## src/hdl/upd_pkg.sv

```systemverilog
`timescale 1ns / 1ps
`default_nettype none

package upd_pkg;

	// Code units that the path grammar looks at.
	localparam logic [15:0] UNIT_SLASH     = 16'h002F;
	localparam logic [15:0] UNIT_PERCENT   = 16'h0025;
	localparam logic [15:0] UNIT_QUESTION  = 16'h003F;
	localparam logic [15:0] UNIT_HASH      = 16'h0023;
	localparam logic [15:0] UNIT_SPACE     = 16'h0020;
	localparam logic [15:0] UNIT_BACKSLASH = 16'h005C;
	localparam logic [15:0] UNIT_CTRL_MAX  = 16'h001F;
	localparam logic [15:0] UNIT_DEL       = 16'h007F;

	localparam logic [20:0] CP_SLASH     = 21'h00002F;
	localparam logic [20:0] CP_BACKSLASH = 21'h00005C;
	localparam logic [20:0] CP_DOT       = 21'h00002E;
	localparam logic [20:0] CP_CTRL_MAX  = 21'h00001F;
	localparam logic [20:0] CP_DEL       = 21'h00007F;
	localparam logic [20:0] CP_BOM       = 21'h00FEFF;

	// Where we are inside a %XX escape.
	typedef enum logic [1:0] {
		ESC_NONE = 2'd0,
		ESC_HIGH = 2'd1,
		ESC_LOW  = 2'd2
	} upd_esc_t;

	// Which lead byte narrows the range of the first continuation byte.
	typedef enum logic [2:0] {
		LEAD_ANY = 3'd0,
		LEAD_E0  = 3'd1,
		LEAD_ED  = 3'd2,
		LEAD_F0  = 3'd3,
		LEAD_F4  = 3'd4
	} upd_lead_t;

	typedef struct packed {
		logic       path_started;
		logic       after_slash;
		upd_esc_t   escape_phase;
		logic [3:0] escape_high;
		logic [1:0] utf8_pending;
		logic [20:0] utf8_value;
		upd_lead_t  utf8_lead_class;
		logic       segment_fresh;
		logic [1:0] dot_run;
		logic       failed;
	} upd_state_t;

	localparam upd_state_t ST_RESET = '{
		path_started:    1'b0,
		after_slash:     1'b0,
		escape_phase:    ESC_NONE,
		escape_high:     4'd0,
		utf8_pending:    2'd0,
		utf8_value:      21'd0,
		utf8_lead_class: LEAD_ANY,
		segment_fresh:   1'b1,
		dot_run:         2'd0,
		failed:          1'b0
	};

	// Outcome of pushing one byte through the UTF-8 decoder.
	typedef struct packed {
		logic [1:0]  utf8_pending;
		logic [20:0] utf8_value;
		upd_lead_t   utf8_lead_class;
		logic        segment_fresh;
		logic [1:0]  dot_run;
		logic        fail;
		logic        cp_valid;
		logic [20:0] cp;
	} upd_byte_out_t;

	// One result word.
	typedef struct packed {
		logic        char_valid;
		logic [20:0] code_point;
		logic        segment_end;
		logic        path_done;
		logic        accepted;
	} upd_result_t;

endpackage

`default_nettype wire

```

## src/hdl/upd_byte.sv

```systemverilog
`timescale 1ns / 1ps
`default_nettype none

// UTF-8 byte decoder with the per code point checks of a segment.
module upd_byte (
	input  wire upd_pkg::upd_state_t    st,
	input  wire logic [7:0]             byte_in,
	output upd_pkg::upd_byte_out_t      bo
);

	logic        done;
	logic [20:0] done_cp;
	logic [20:0] acc;
	logic [7:0]  lo;
	logic [7:0]  hi;
	logic [1:0]  pend_dec;

	always_comb begin
		bo = '{
			utf8_pending:    st.utf8_pending,
			utf8_value:      st.utf8_value,
			utf8_lead_class: st.utf8_lead_class,
			segment_fresh:   st.segment_fresh,
			dot_run:         st.dot_run,
			fail:            1'b0,
			cp_valid:        1'b0,
			cp:              21'd0
		};
		done     = 1'b0;
		done_cp  = 21'd0;
		acc      = {st.utf8_value[14:0], byte_in[5:0]};
		pend_dec = st.utf8_pending - 2'd1;
		lo       = 8'h80;
		hi       = 8'hBF;

		unique case (st.utf8_lead_class)
			upd_pkg::LEAD_E0: lo = 8'hA0;
			upd_pkg::LEAD_ED: hi = 8'h9F;
			upd_pkg::LEAD_F0: lo = 8'h90;
			upd_pkg::LEAD_F4: hi = 8'h8F;
			default: ;
		endcase

		if (st.utf8_pending == 2'd0) begin
			if (byte_in < 8'h80) begin
				done    = 1'b1;
				done_cp = {13'd0, byte_in};
			end else if (byte_in >= 8'hC2 && byte_in <= 8'hDF) begin
				bo.utf8_value      = {16'd0, byte_in[4:0]};
				bo.utf8_pending    = 2'd1;
				bo.utf8_lead_class = upd_pkg::LEAD_ANY;
			end else if (byte_in >= 8'hE0 && byte_in <= 8'hEF) begin
				bo.utf8_value   = {17'd0, byte_in[3:0]};
				bo.utf8_pending = 2'd2;
				if (byte_in == 8'hE0) begin
					bo.utf8_lead_class = upd_pkg::LEAD_E0;
				end else if (byte_in == 8'hED) begin
					bo.utf8_lead_class = upd_pkg::LEAD_ED;
				end else begin
					bo.utf8_lead_class = upd_pkg::LEAD_ANY;
				end
			end else if (byte_in >= 8'hF0 && byte_in <= 8'hF4) begin
				bo.utf8_value   = {18'd0, byte_in[2:0]};
				bo.utf8_pending = 2'd3;
				if (byte_in == 8'hF0) begin
					bo.utf8_lead_class = upd_pkg::LEAD_F0;
				end else if (byte_in == 8'hF4) begin
					bo.utf8_lead_class = upd_pkg::LEAD_F4;
				end else begin
					bo.utf8_lead_class = upd_pkg::LEAD_ANY;
				end
			end else begin
				bo.fail = 1'b1;
			end
		end else if (byte_in < lo || byte_in > hi) begin
			bo.fail = 1'b1;
		end else begin
			bo.utf8_value      = acc;
			bo.utf8_lead_class = upd_pkg::LEAD_ANY;
			bo.utf8_pending    = pend_dec;
			if (pend_dec == 2'd0) begin
				done    = 1'b1;
				done_cp = acc;
			end
		end

		// A byte order mark that opens a segment is swallowed silently.
		if (done) begin
			bo.segment_fresh = 1'b0;
			if (!(st.segment_fresh && done_cp == upd_pkg::CP_BOM)) begin
				if (done_cp == upd_pkg::CP_SLASH || done_cp == upd_pkg::CP_BACKSLASH ||
				    done_cp <= upd_pkg::CP_CTRL_MAX || done_cp == upd_pkg::CP_DEL) begin
					bo.fail = 1'b1;
				end else begin
					if (done_cp == upd_pkg::CP_DOT) begin
						bo.dot_run = (st.dot_run >= 2'd2) ? 2'd3 : st.dot_run + 2'd1;
					end else begin
						bo.dot_run = 2'd3;
					end
					bo.cp_valid = 1'b1;
					bo.cp       = done_cp;
				end
			end
		end
	end

endmodule

`default_nettype wire

```

## src/hdl/upd_step.sv

```systemverilog
`timescale 1ns / 1ps
`default_nettype none

// Next state and result word for one code unit of the path.
module upd_step (
	input  wire upd_pkg::upd_state_t  st,
	input  wire logic [15:0]          code_unit,
	input  wire logic                 last,
	output upd_pkg::upd_state_t       st_next,
	output upd_pkg::upd_result_t      res
);

	upd_pkg::upd_state_t    m;
	upd_pkg::upd_byte_out_t bo;
	logic [7:0]             byte_sel;
	logic [7:0]             esc_byte;
	logic [3:0]             hexv;
	logic                   hex_ok;
	logic                   feed;
	logic                   close_en;
	logic                   cpv;
	logic [20:0]            cp;
	logic                   segend;

	function automatic logic unreserved(input logic [7:0] b);
		unreserved = (b >= 8'h41 && b <= 8'h5A) || (b >= 8'h61 && b <= 8'h7A) ||
		             (b >= 8'h30 && b <= 8'h39) || b == 8'h2D || b == 8'h2E ||
		             b == 8'h5F || b == 8'h7E;
	endfunction

	always_comb begin
		hex_ok = 1'b1;
		hexv   = 4'd0;
		if (code_unit >= 16'h0030 && code_unit <= 16'h0039) begin
			hexv = code_unit[3:0];
		end else if (code_unit >= 16'h0041 && code_unit <= 16'h0046) begin
			hexv = code_unit[3:0] + 4'd9;
		end else begin
			hex_ok = 1'b0;
		end
		esc_byte = {st.escape_high, hexv};
		byte_sel = (st.escape_phase == upd_pkg::ESC_NONE) ? code_unit[7:0] : esc_byte;
	end

	upd_byte u_byte (
		.st      (st),
		.byte_in (byte_sel),
		.bo      (bo)
	);

	always_comb begin
		m        = st;
		feed     = 1'b0;
		close_en = 1'b0;
		cpv      = 1'b0;
		cp       = 21'd0;
		segend   = 1'b0;

		if (!st.failed) begin
			if (!st.path_started) begin
				m.path_started = 1'b1;
				if (code_unit != upd_pkg::UNIT_SLASH) begin
					m.failed = 1'b1;
				end else begin
					m.after_slash = 1'b1;
				end
			end else if (code_unit == upd_pkg::UNIT_SLASH) begin
				if (st.after_slash || last) begin
					m.failed = 1'b1;
				end else begin
					close_en      = 1'b1;
					m.after_slash = 1'b1;
				end
			end else if (code_unit == upd_pkg::UNIT_QUESTION ||
			             code_unit == upd_pkg::UNIT_HASH) begin
				m.failed = 1'b1;
			end else begin
				m.after_slash = 1'b0;
				if (st.escape_phase == upd_pkg::ESC_NONE) begin
					if (code_unit == upd_pkg::UNIT_PERCENT) begin
						m.escape_phase = upd_pkg::ESC_HIGH;
					end else if (code_unit > upd_pkg::UNIT_DEL ||
					             code_unit <= upd_pkg::UNIT_CTRL_MAX ||
					             code_unit == upd_pkg::UNIT_DEL ||
					             code_unit == upd_pkg::UNIT_BACKSLASH ||
					             code_unit == upd_pkg::UNIT_SPACE) begin
						m.failed = 1'b1;
					end else begin
						feed = 1'b1;
					end
				end else if (!hex_ok) begin
					m.failed = 1'b1;
				end else if (st.escape_phase == upd_pkg::ESC_HIGH) begin
					m.escape_high  = hexv;
					m.escape_phase = upd_pkg::ESC_LOW;
				end else begin
					m.escape_phase = upd_pkg::ESC_NONE;
					if (unreserved(esc_byte)) begin
						m.failed = 1'b1;
					end else begin
						feed = 1'b1;
					end
				end

				if (feed) begin
					m.utf8_pending    = bo.utf8_pending;
					m.utf8_value      = bo.utf8_value;
					m.utf8_lead_class = bo.utf8_lead_class;
					m.segment_fresh   = bo.segment_fresh;
					m.dot_run         = bo.dot_run;
					m.failed          = bo.fail;
					cpv               = bo.cp_valid;
					cp                = bo.cp;
				end
				close_en = last && !m.failed;
			end
		end

		// Closing a segment: a dangling escape or sequence, or a dot segment, is rejected.
		if (close_en) begin
			if (m.escape_phase != upd_pkg::ESC_NONE || m.utf8_pending != 2'd0 ||
			    m.dot_run == 2'd1 || m.dot_run == 2'd2) begin
				m.failed = 1'b1;
			end
			segend            = 1'b1;
			m.escape_phase    = upd_pkg::ESC_NONE;
			m.escape_high     = 4'd0;
			m.utf8_pending    = 2'd0;
			m.utf8_value      = 21'd0;
			m.utf8_lead_class = upd_pkg::LEAD_ANY;
			m.segment_fresh   = 1'b1;
			m.dot_run         = 2'd0;
		end

		res.char_valid  = cpv && !m.failed;
		res.code_point  = m.failed ? 21'd0 : cp;
		res.segment_end = segend && !m.failed;
		res.path_done   = last;
		res.accepted    = !m.failed;

		st_next = last ? upd_pkg::ST_RESET : m;
	end

endmodule

`default_nettype wire

```

## src/hdl/url_path_percent_decoder.sv

```systemverilog
// URL path validator and percent decoder. Each input word is one UTF-16 code unit of a
// path, with last set on its final unit; each produces exactly one result word. A result
// reports a completed decoded code point (char_valid, code_point), the close of a non-empty
// segment (segment_end), the end of the path (path_done), and whether the path is still
// acceptable (accepted, the verdict on the path_done word). Once a rule is broken the path
// stays rejected until its last unit, and decoding state returns to reset after every last
// unit. The block takes one word per clock cycle and sustains that rate indefinitely while
// the output side keeps taking words: the only feedback loop is the running path state,
// which the step logic computes combinationally and which is registered once per word. A
// word goes through an input register and then the result register, moving on into the
// result register once that register is empty or its word is being taken. No clearing
// pass is needed after reset.
`timescale 1ns / 1ps
`default_nettype none

module url_path_percent_decoder (
	input  wire logic        clk,
	input  wire logic        arst_n,

	input  wire logic        in_valid,
	output logic             in_ready,
	input  wire logic [15:0] code_unit,
	input  wire logic        last,

	output logic             out_valid,
	input  wire logic        out_ready,
	output logic             char_valid,
	output logic [20:0]      code_point,
	output logic             segment_end,
	output logic             path_done,
	output logic             accepted
);

	// Input register stage.
	logic                 valid_s1;
	logic [15:0]          code_unit_s1;
	logic                 last_s1;

	// Result register stage.
	logic                 valid_s2;
	upd_pkg::upd_result_t result_s2;

	// Running path state.
	upd_pkg::upd_state_t  state_q;
	upd_pkg::upd_state_t  state_next;
	upd_pkg::upd_result_t result_next;

	logic                 load_s2;

	// The result register loads whenever it is empty or its word is being taken, so
	// the input stage drains in the same cycle and can accept another word.
	assign load_s2  = valid_s1 && (!valid_s2 || out_ready);
	assign in_ready = !valid_s1 || load_s2;

	always_ff @(posedge clk or negedge arst_n) begin
		if (!arst_n) begin
			valid_s1 <= 1'b0;
		end else if (in_ready) begin
			valid_s1 <= in_valid;
		end
	end

	always_ff @(posedge clk) begin
		if (in_valid && in_ready) begin
			code_unit_s1 <= code_unit;
			last_s1      <= last;
		end
	end

	upd_step u_step (
		.st        (state_q),
		.code_unit (code_unit_s1),
		.last      (last_s1),
		.st_next   (state_next),
		.res       (result_next)
	);

	// The path state advances exactly once per word, when that word's result is registered.
	always_ff @(posedge clk or negedge arst_n) begin
		if (!arst_n) begin
			state_q <= upd_pkg::ST_RESET;
		end else if (load_s2) begin
			state_q <= state_next;
		end
	end

	always_ff @(posedge clk or negedge arst_n) begin
		if (!arst_n) begin
			valid_s2 <= 1'b0;
		end else if (load_s2) begin
			valid_s2 <= 1'b1;
		end else if (out_ready) begin
			valid_s2 <= 1'b0;
		end
	end

	always_ff @(posedge clk) begin
		if (load_s2) begin
			result_s2 <= result_next;
		end
	end

	assign out_valid   = valid_s2;
	assign char_valid  = result_s2.char_valid;
	assign code_point  = result_s2.code_point;
	assign segment_end = result_s2.segment_end;
	assign path_done   = result_s2.path_done;
	assign accepted    = result_s2.accepted;

endmodule

`default_nettype wire

```

## config.mk

```make
export PLATFORM = sky130hd
export DESIGN_NAME = url_path_percent_decoder
export DESIGN_NICKNAME = d
export VERILOG_FILES = /design/src/hdl/upd_pkg.sv /design/src/hdl/upd_byte.sv /design/src/hdl/upd_step.sv /design/src/hdl/url_path_percent_decoder.sv
export SDC_FILE = /design/constraint.sdc
export NUM_CORES = 1
export LEC_CHECK = 0
export ABC_AREA = 1
export BUFFER_PORTS_ARGS = -buffer_cell sky130_fd_sc_hd__buf_2
export CAP_MARGIN = 30
export CORE_ASPECT_RATIO = 1.1
export CORE_MARGIN = 4
export CORE_UTILIZATION = 50
export DETAILED_ROUTE_END_ITERATION = 7
export PLACE_DENSITY_LB_ADDON = 0.05
export SYNTH_ARGS = -nofsm -noshare
export SYNTH_HDL_FRONTEND = slang
export SYNTH_SLANG_ARGS = --single-unit
```

## constraint.sdc

```tcl
create_clock -name clk -period 3.65 [get_ports clk]
set_input_delay 0.365 -clock clk [delete_from_list [all_inputs] [get_ports clk]]
set_output_delay 0.365 -clock clk [all_outputs]
set_load 0.005 [all_outputs]
```

==> impl_metrics.csv, run 1 <==
group,metric,value,unit
sta,fin_skew,0.01278,ns
global_routing,grt_usage,0.2595,
yosys,synth.net_count,654,
finish,fin_cells,887,
sta,hold_violations,0,
global_routing,antenna_found_initial,0,
yosys,ys_ff_latch,76,
floorplan,die_w,101.9,µm
global_routing,use_met2,0.4647,
sta,rsz0062_at_grt,"true",
yosys,synth_area,4847,µm²
sta,fin_crit_sh,1.037,
drt,drtIter0Drc,327,
power_and_ir_drop,vdd_drop_max,0.0002762,V
placed_design,portBuffers,47,
global_routing,grt_pass1_vias,4932,
floorplan,core_area,9398,µm²
worst_hold_path,hold_path.class,"in -> async",
yosys,yosys-top-cells-area,"edfxtp_1 (26%), dfrtp_1 (17%), nand2_1 (12%)",
placed_design,place_congestion,0.9446,
global_routing,grt_overflow,0,
cts,cts_sinks,76,
drt,via_per_inst,5.612,
critical_path,r2r_end,"code_point[12]$_SDFFCE_PP0P_",
cts,htree_num_levels,3,
yosys,synth-edff-count,42,
critical_path,crit_arrival,3.92,ns
drt,drt-total-wl,14670,µm
floorplan,initial_utilization,0.5158,
critical_path,required,3.78,ns
yosys,synth_cell_types,45,
yosys,synth_area_per_cell,7.755,µm²
critical_path,start_kind,"register",
sta,slew_viol_final,0,
drt,drtPass1Iterations,5,
sta,layout_min_cycle_time,3.784,ns
floorplan,die_area,11340,µm²
drt,vias,4978,
sta,fmax,264.3,MHz
cts,cts.path.max_buffers,2,
cts,cts_hold_buf,0,
critical_path,reg2reg_from,"code_unit_s1[1]$_DFFE_PP_",
sta,tightest_slew,0.8686,ns
global_routing,grt_busiest_layer,"met2",
critical_path,cpLargestDelayFamily,"simple AND/OR/NAND/NOR gates",
critical_path,critPathKind,"reg -> reg",
critical_path,critPathMaxStageDelay,0.40,ns
sta,setup_ws,-0.1341,ns
sta,finalHoldWorstSlack,0.1035,ns
drt,drc_errors,0,
power_and_ir_drop,power_leakage,2.839,nW
finish,layout.nets,794,
sta,finalSetupViolCount,24,
yosys,synthCells,625,
global_routing,grt_use_met1,0.2955,
critical_path,crit_buf_inv,6,
floorplan,die_y,111.3,µm
yosys,synth.yosys.warnings,0,
sta,slew_headroom,0.4209,
status,violations,"setup timing",
yosys,ys_dominant_reg_cell,"edfxtp_1",
placed_design,place_inst,838,
status,status,"finished, violations left",
cts,cts.clk_slew.worst_paths,0.09,ns
critical_path,reg2reg_depth,32,
power_and_ir_drop,cellPowerDensity,344.2,nW/µm²
yosys,async_flop_share,0.4474,
yosys,seq_area_frac_synth,0.4360,
critical_path,crit_path_max_fanout,6,
yosys,synth_top_area_share,0.2602,
cts,cts_inserted_buffers,9,
global_routing,grt_start_max_net_pins,35,
cts,cts_tree,"yes",
floorplan,rows,37,
power_and_ir_drop,power,2.237,mW
drt,avgRoutedWirePerCell,16.54,µm
cts,clk_latency,0.37,ns
critical_path,slowest_stage,"edfxtp_1",
finish,drive_gt1_frac,0.3494,
global_routing,gr-usage-met3,0.03398,
finish,num_antenna_cells,0,
run,drv_cap,0,
yosys,synth_top_cell_by_area,"edfxtp_1",
placed_design,dp_hpwl,10370,µm
finish,area_delta_synth_final,34.13,%
cts,cts_root_buffer,"clkbuf_8",
floorplan,pin_count,48,
placed_design,pre_cts_slack,-0.03780,ns
critical_path,regToRegSetupSlack,-0.13,ns
critical_path,crit_path_end_kind,"register",
drt,antenna_left,0,
global_routing,grt_pass1_wl,23100,µm
-- power by group --
part           switching [mW]  total [mW]  leakage, nW  internal, mW
registers              0.0360        1.01        0.876         0.978
clock network           0.341       0.796        0.120         0.456
logic                   0.270       0.427         1.84         0.157
-- routing by layer --
layer / wire length, µm / up-vias
met2: 7717 / 211
met4: 571 / 0
li1: - / 2382
met5: 0 / -
met3: 847 / 54
met1: 5534 / 2331
-- cells by family (layout without fill, tap and decap cells) --
| kind of cell | after synthesis | after routing | share of synthesized area |
|---|---|---|---|
| AND/OR/NAND/NOR | 361 | 362 | 0.3474 |
| AO/OA/AOI/OAI | 87 | 87 | 0.1141 |
| buffers and inverters | 92 | 236 | 0.07847 |
| flip-flops | 76 | 76 | 0.4360 |
| XOR/XNOR | 1 | 1 | 0.003357 |
| adder cells (fa/ha/maj) | 8 | 8 | 0.02065 |
-- worst reg2reg max path: cells and delay by family, from the launching register on --
family	cells	cell delay [ns]
adders and majority gates	1	0.16
buffers and inverters	6	0.64
DFF	1	0.40
and+or+nand+nor	25	2.35
-- registers in the layout (all words and copies together) (netlist names) --
signal        flops
char_valid        1
code_unit_s1     16
valid_s1          1
segment_end       1
code_point       21
accepted          1
path_done         1
last_s1           1
out_valid         1
state_q          32
-- stage by stage --
step	instance area, µm²	TNS (ns)	utilization
3_5_place_dp	5628	-0.5921	0.5989
4_1_cts	6186	-0.009368	0.6582
5_1_grt	6501	-8.259	0.6918
3_3_place_gp	5628	0	0.5989
2_1_floorplan	4850	0	-
6_report	6501	-2.323	0.6918
-- final cells by class --
cell class | count | area (µm²)
fill | 766 | 2897
multi-input combinational | 458 | 2689
sequential | 76 | 2113
timing repair buffer | 140 | 1002
inverter | 79 | 305.3
tap | 117 | 146.4
clock buffer | 10 | 127.6
clock inverter | 6 | 112.6
timing repair inverter | 1 | 5.005
-- worst max path at each step --
| stage | from | end | cells past startpoint |
|---|---|---|---|
| finish | code_unit_s1[1]$_DFFE_PP_ | code_point[12]$_SDFFCE_PP0P_ | 32 |
| global route | code_unit_s1[1]$_DFFE_PP_ | code_point[14]$_SDFFCE_PP0P_ | 33 |
| CTS | code_unit_s1[0]$_DFFE_PP_ | code_point[14]$_SDFFCE_PP0P_ | 26 |
| detailed placement | code_unit_s1[0]$_DFFE_PP_ | code_point[0]$_SDFFCE_PP0P_ | 26 |
| global placement | code_unit_s1[0]$_DFFE_PP_ | code_point[4]$_SDFFCE_PP0P_ | 26 |
| floorplan | state_q[35]$_DFFE_PN0P_ | code_point[5]$_SDFFCE_PP0P_ | 28 |
-- synth_stat cells, drive strengths merged (2+ instances only) --
| cell | count |
|---|---|
| o21ai | 31 |
| buf | 9 |
| nand3 | 49 |
| nor3 | 12 |
| edfxtp | 42 |
| a21oi | 18 |
| o31ai | 12 |
| o211ai | 5 |
| nor4 | 4 |
| nand3b | 4 |
| nor2 | 99 |
| o22ai | 6 |
| o41ai | 3 |
| clkbuf | 4 |
| o21a | 2 |
| nand2 | 172 |
| dfrtp | 33 |
| clkinv | 2 |
| nand4 | 20 |
| inv | 77 |
| ha | 8 |
| o2111ai | 3 |
-- timing repair --
action                                  in CTS  in global routing
gates cloned                                 2                  2
endpoints found under the setup margin      22                 29
setup buffers                               17                 14
pin swaps                                    7                 18
gates resized for setup                     34                 61
-- cells in the final DEF (no fill, tap or decap), types with 6 or more instances in the layout --
| cell | Yosys | layout |
|---|---|---|
| clkbuf_8 | 0 | 9 |
| edfxtp_1 | 42 | 42 |
| nor2_4 | 3 | 14 |
| ha_1 | 8 | 6 |
| buf_2 | 5 | 47 |
| o31ai_1 | 12 | 9 |
| nand4_1 | 20 | 20 |
| nand2_1 | 159 | 138 |
| nand3_2 | 4 | 8 |
| nor2_1 | 74 | 63 |
| o21ai_0 | 26 | 17 |
| nor3_1 | 12 | 11 |
| inv_2 | 6 | 10 |
| a21oi_1 | 16 | 16 |
| inv_1 | 70 | 66 |
| nand2_4 | 4 | 12 |
| buf_4 | 1 | 86 |
| o21ai_1 | 2 | 10 |
| dfrtp_1 | 33 | 33 |
| nor2_2 | 22 | 23 |
| nand2_2 | 9 | 22 |
| nand3_1 | 43 | 36 |
Note: power is estimated with default switching activity, not from simulation.
==> inputs of run 2 (changes only) <==
--- a/config.mk
+++ b/config.mk
@@ -13,6 +13,7 @@
 export CORE_UTILIZATION = 50
 export DETAILED_ROUTE_END_ITERATION = 7
 export PLACE_DENSITY_LB_ADDON = 0.05
+export RECOVER_POWER = 100
 export SYNTH_ARGS = -nofsm -noshare
 export SYNTH_HDL_FRONTEND = slang
 export SYNTH_SLANG_ARGS = --single-unit
==> run 2 against run 1 <==
  * The flow finishes with violations (capacitance limit, slew limit, setup timing)
  * Sequential share of layout area is 0.15 points higher
  * Die area stayed put
  * Clock power hardly changed
  * Combinational power is 1% lower
  * Clock skew is 0.0022 ns lower
  * Setup slack worse by 0.0048 ns
  * Critical endpoint unchanged
  * Largest power group unchanged
  * Highest routed layer unchanged
==> impl_metrics.csv, run 2 (same netlist as run 1, synthesis figures left out) <==
group,metric,value,unit
drt,drc_errors,0,
sta,rsz0062_at_grt,"true",
power_and_ir_drop,cellPowerDensity,345.0,nW/µm²
critical_path,critPathMaxStageDelay,0.40,ns
power_and_ir_drop,power_leakage,2.793,nW
floorplan,die_y,111.3,µm
status,status,"finished, violations left",
sta,fin_crit_sh,1.038,
sta,fin_skew,0.01058,ns
global_routing,grt_overflow,0,
finish,area_delta_synth_final,33.51,%
critical_path,required,3.78,ns
finish,final_common_cell,"nand2_1",
critical_path,crit_path_max_fanout,6,
critical_path,cp-endpoint,"code_point[12]$_SDFFCE_PP0P_",
sta,finalHoldWorstSlack,0.1690,ns
status,violations,"capacitance limit, slew limit, setup timing",
finish,largest_register,"state_q",
drt,drtPass1Iterations,6,
sta,finalSetupViolCount,24,
critical_path,reg2reg_depth,32,
run,drv_cap,2,
critical_path,slowest_stage,"edfxtp_1",
finish,drive_gt1_frac,0.3299,
placed_design,place_inst,838,
critical_path,reg2reg_from,"code_unit_s1[1]$_DFFE_PP_",
cts,cts_root_buffer,"clkbuf_8",
floorplan,initial_utilization,0.5158,
power_and_ir_drop,power,2.233,mW
critical_path,crit_arrival,3.92,ns
global_routing,grt_pass1_vias,4932,
sta,fmax,263.9,MHz
critical_path,start_kind,"register",
floorplan,rows,37,
global_routing,grt_pass1_wl,23100,µm
critical_path,crit_path_start,"code_unit_s1[1]$_DFFE_PP_",
drt,avgRoutedWirePerCell,16.52,µm
drt,vias,4985,
placed_design,dp_hpwl,10370,µm
sta,tightest_slew,2.038,ns
critical_path,regToRegSetupSlack,-0.14,ns
critical_path,crit_path_end_kind,"register",
cts,cts.clk_slew.worst_paths,0.09,ns
floorplan,pin_count,48,
worst_hold_path,hold_path.class,"in -> reg",
placed_design,place_congestion,0.9446,
cts,cts_inserted_buffers,9,
sta,hold_violations,0,
finish,n_fill_cell,772,
cts,clk_latency,0.36,ns
global_routing,grt_usage,0.2595,
floorplan,core_area,9398,µm²
finish,num_antenna_cells,0,
floorplan,die_w,101.9,µm
cts,cts.path.max_buffers,2,
global_routing,antenna_found_initial,0,
placed_design,pre_cts_slack,-0.03780,ns
finish,final_core_util,0.6886,
finish,largest_reg_flops,32,
global_routing,grt_start_max_net_pins,35,
power_and_ir_drop,vdd_drop_max,0.0002754,V
floorplan,die_area,11340,µm²
drt,drt-total-wl,14650,µm
drt,via_per_inst,5.620,
critical_path,r2r_end,"code_point[12]$_SDFFCE_PP0P_",
cts,htree_num_levels,3,
cts,cts_tree,"yes",
finish,fin_cells,887,
sta,setup_ws,-0.1390,ns
drt,antenna_left,0,
finish,layout.nets,794,
critical_path,critPathKind,"reg -> reg",
sta,layout_min_cycle_time,3.789,ns
sta,slew_viol_final,69,
cts,cts_sinks,76,
placed_design,portBuffers,47,
finish,final_cell_mix,"nand2_1 (138), buf_4 (82), inv_1 (66)",
drt,drtIter0Drc,304,
worst_hold_path,worstHoldStart,"code_unit[3]",
sta,slew_headroom,-0.3587,
## run 2: worst min path at each step
stage,to,slack [ns],depth (start not counted)
2_1_floorplan,out_valid$_DFFE_PN0P_,0.07,0
3_5_place_dp,state_q[19]$_DFFE_PN0P_,0.50,2
3_3_place_gp,state_q[19]$_DFFE_PN0P_,0.50,2
5_1_grt,code_unit_s1[15]$_DFFE_PP_,0.16,1
4_1_cts,state_q[30]$_DFFE_PN0P_,0.13,1
6_report,code_unit_s1[3]$_DFFE_PP_,0.17,1
## run 2: layout make-up
| cell class | instances | area, µm² | share of cell area |
|---|---|---|---|
| inverters | 79 | 305.3 | 0.04718 |
| flip-flops and latches | 76 | 2113 | 0.3266 |
| repair inverters | 1 | 5.005 | 0.0007734 |
| well taps | 117 | 146.4 | 0.02262 |
| clock buffers | 10 | 127.6 | 0.01972 |
| repair buffers | 140 | 974.7 | 0.1506 |
| multi-input cells | 458 | 2686 | 0.4151 |
| clock inverters | 6 | 112.6 | 0.01740 |
## run 2: worst max-delay path: cells and delay by family (launching register included)
| kind | cells | cell delay, ns |
|---|---|---|
| flops | 1 | 0.40 |
| simple gates | 25 | 2.33 |
| buf+inv | 6 | 0.63 |
| fa+ha+maj | 1 | 0.16 |
## run 2: metal layers
layer	global-route usage	part of all wire	vias to the layer above
met1	0.2955	0.39	2358
met3	0.03398	0.044	46
li1	-	-	2383
met4	0.1304	0.038	0
met5	0	0	-
met2	0.4647	0.53	198
## run 2: per-stage QoR
step / TNS (ns) / area [µm²]
after global placement: 0 / 5628
after detailed placement: -0.5921 / 5628
after CTS: -0.009368 / 6186
after global routing: -8.384 / 6471
after floorplan: 0 / 4850
final: -2.432 / 6471
## run 2: timing repair
action | 4_1_cts | 5_1_grt
pin swaps | 7 | 18
gates resized for setup | 34 | 61
hold buffers | 0 | 0
setup endpoints to repair | 22 | 29
buffers inserted | 17 | 14
cloned | 2 | 2
## run 2: power by group
group          leakage [nW]  switching [mW]  total [mW]  internal [mW]
Combinational          1.80           0.269       0.421          0.152
Sequential            0.876          0.0363        1.02          0.980
Clock                 0.120           0.339       0.795          0.456
Total                  2.79           0.645        2.23           1.59
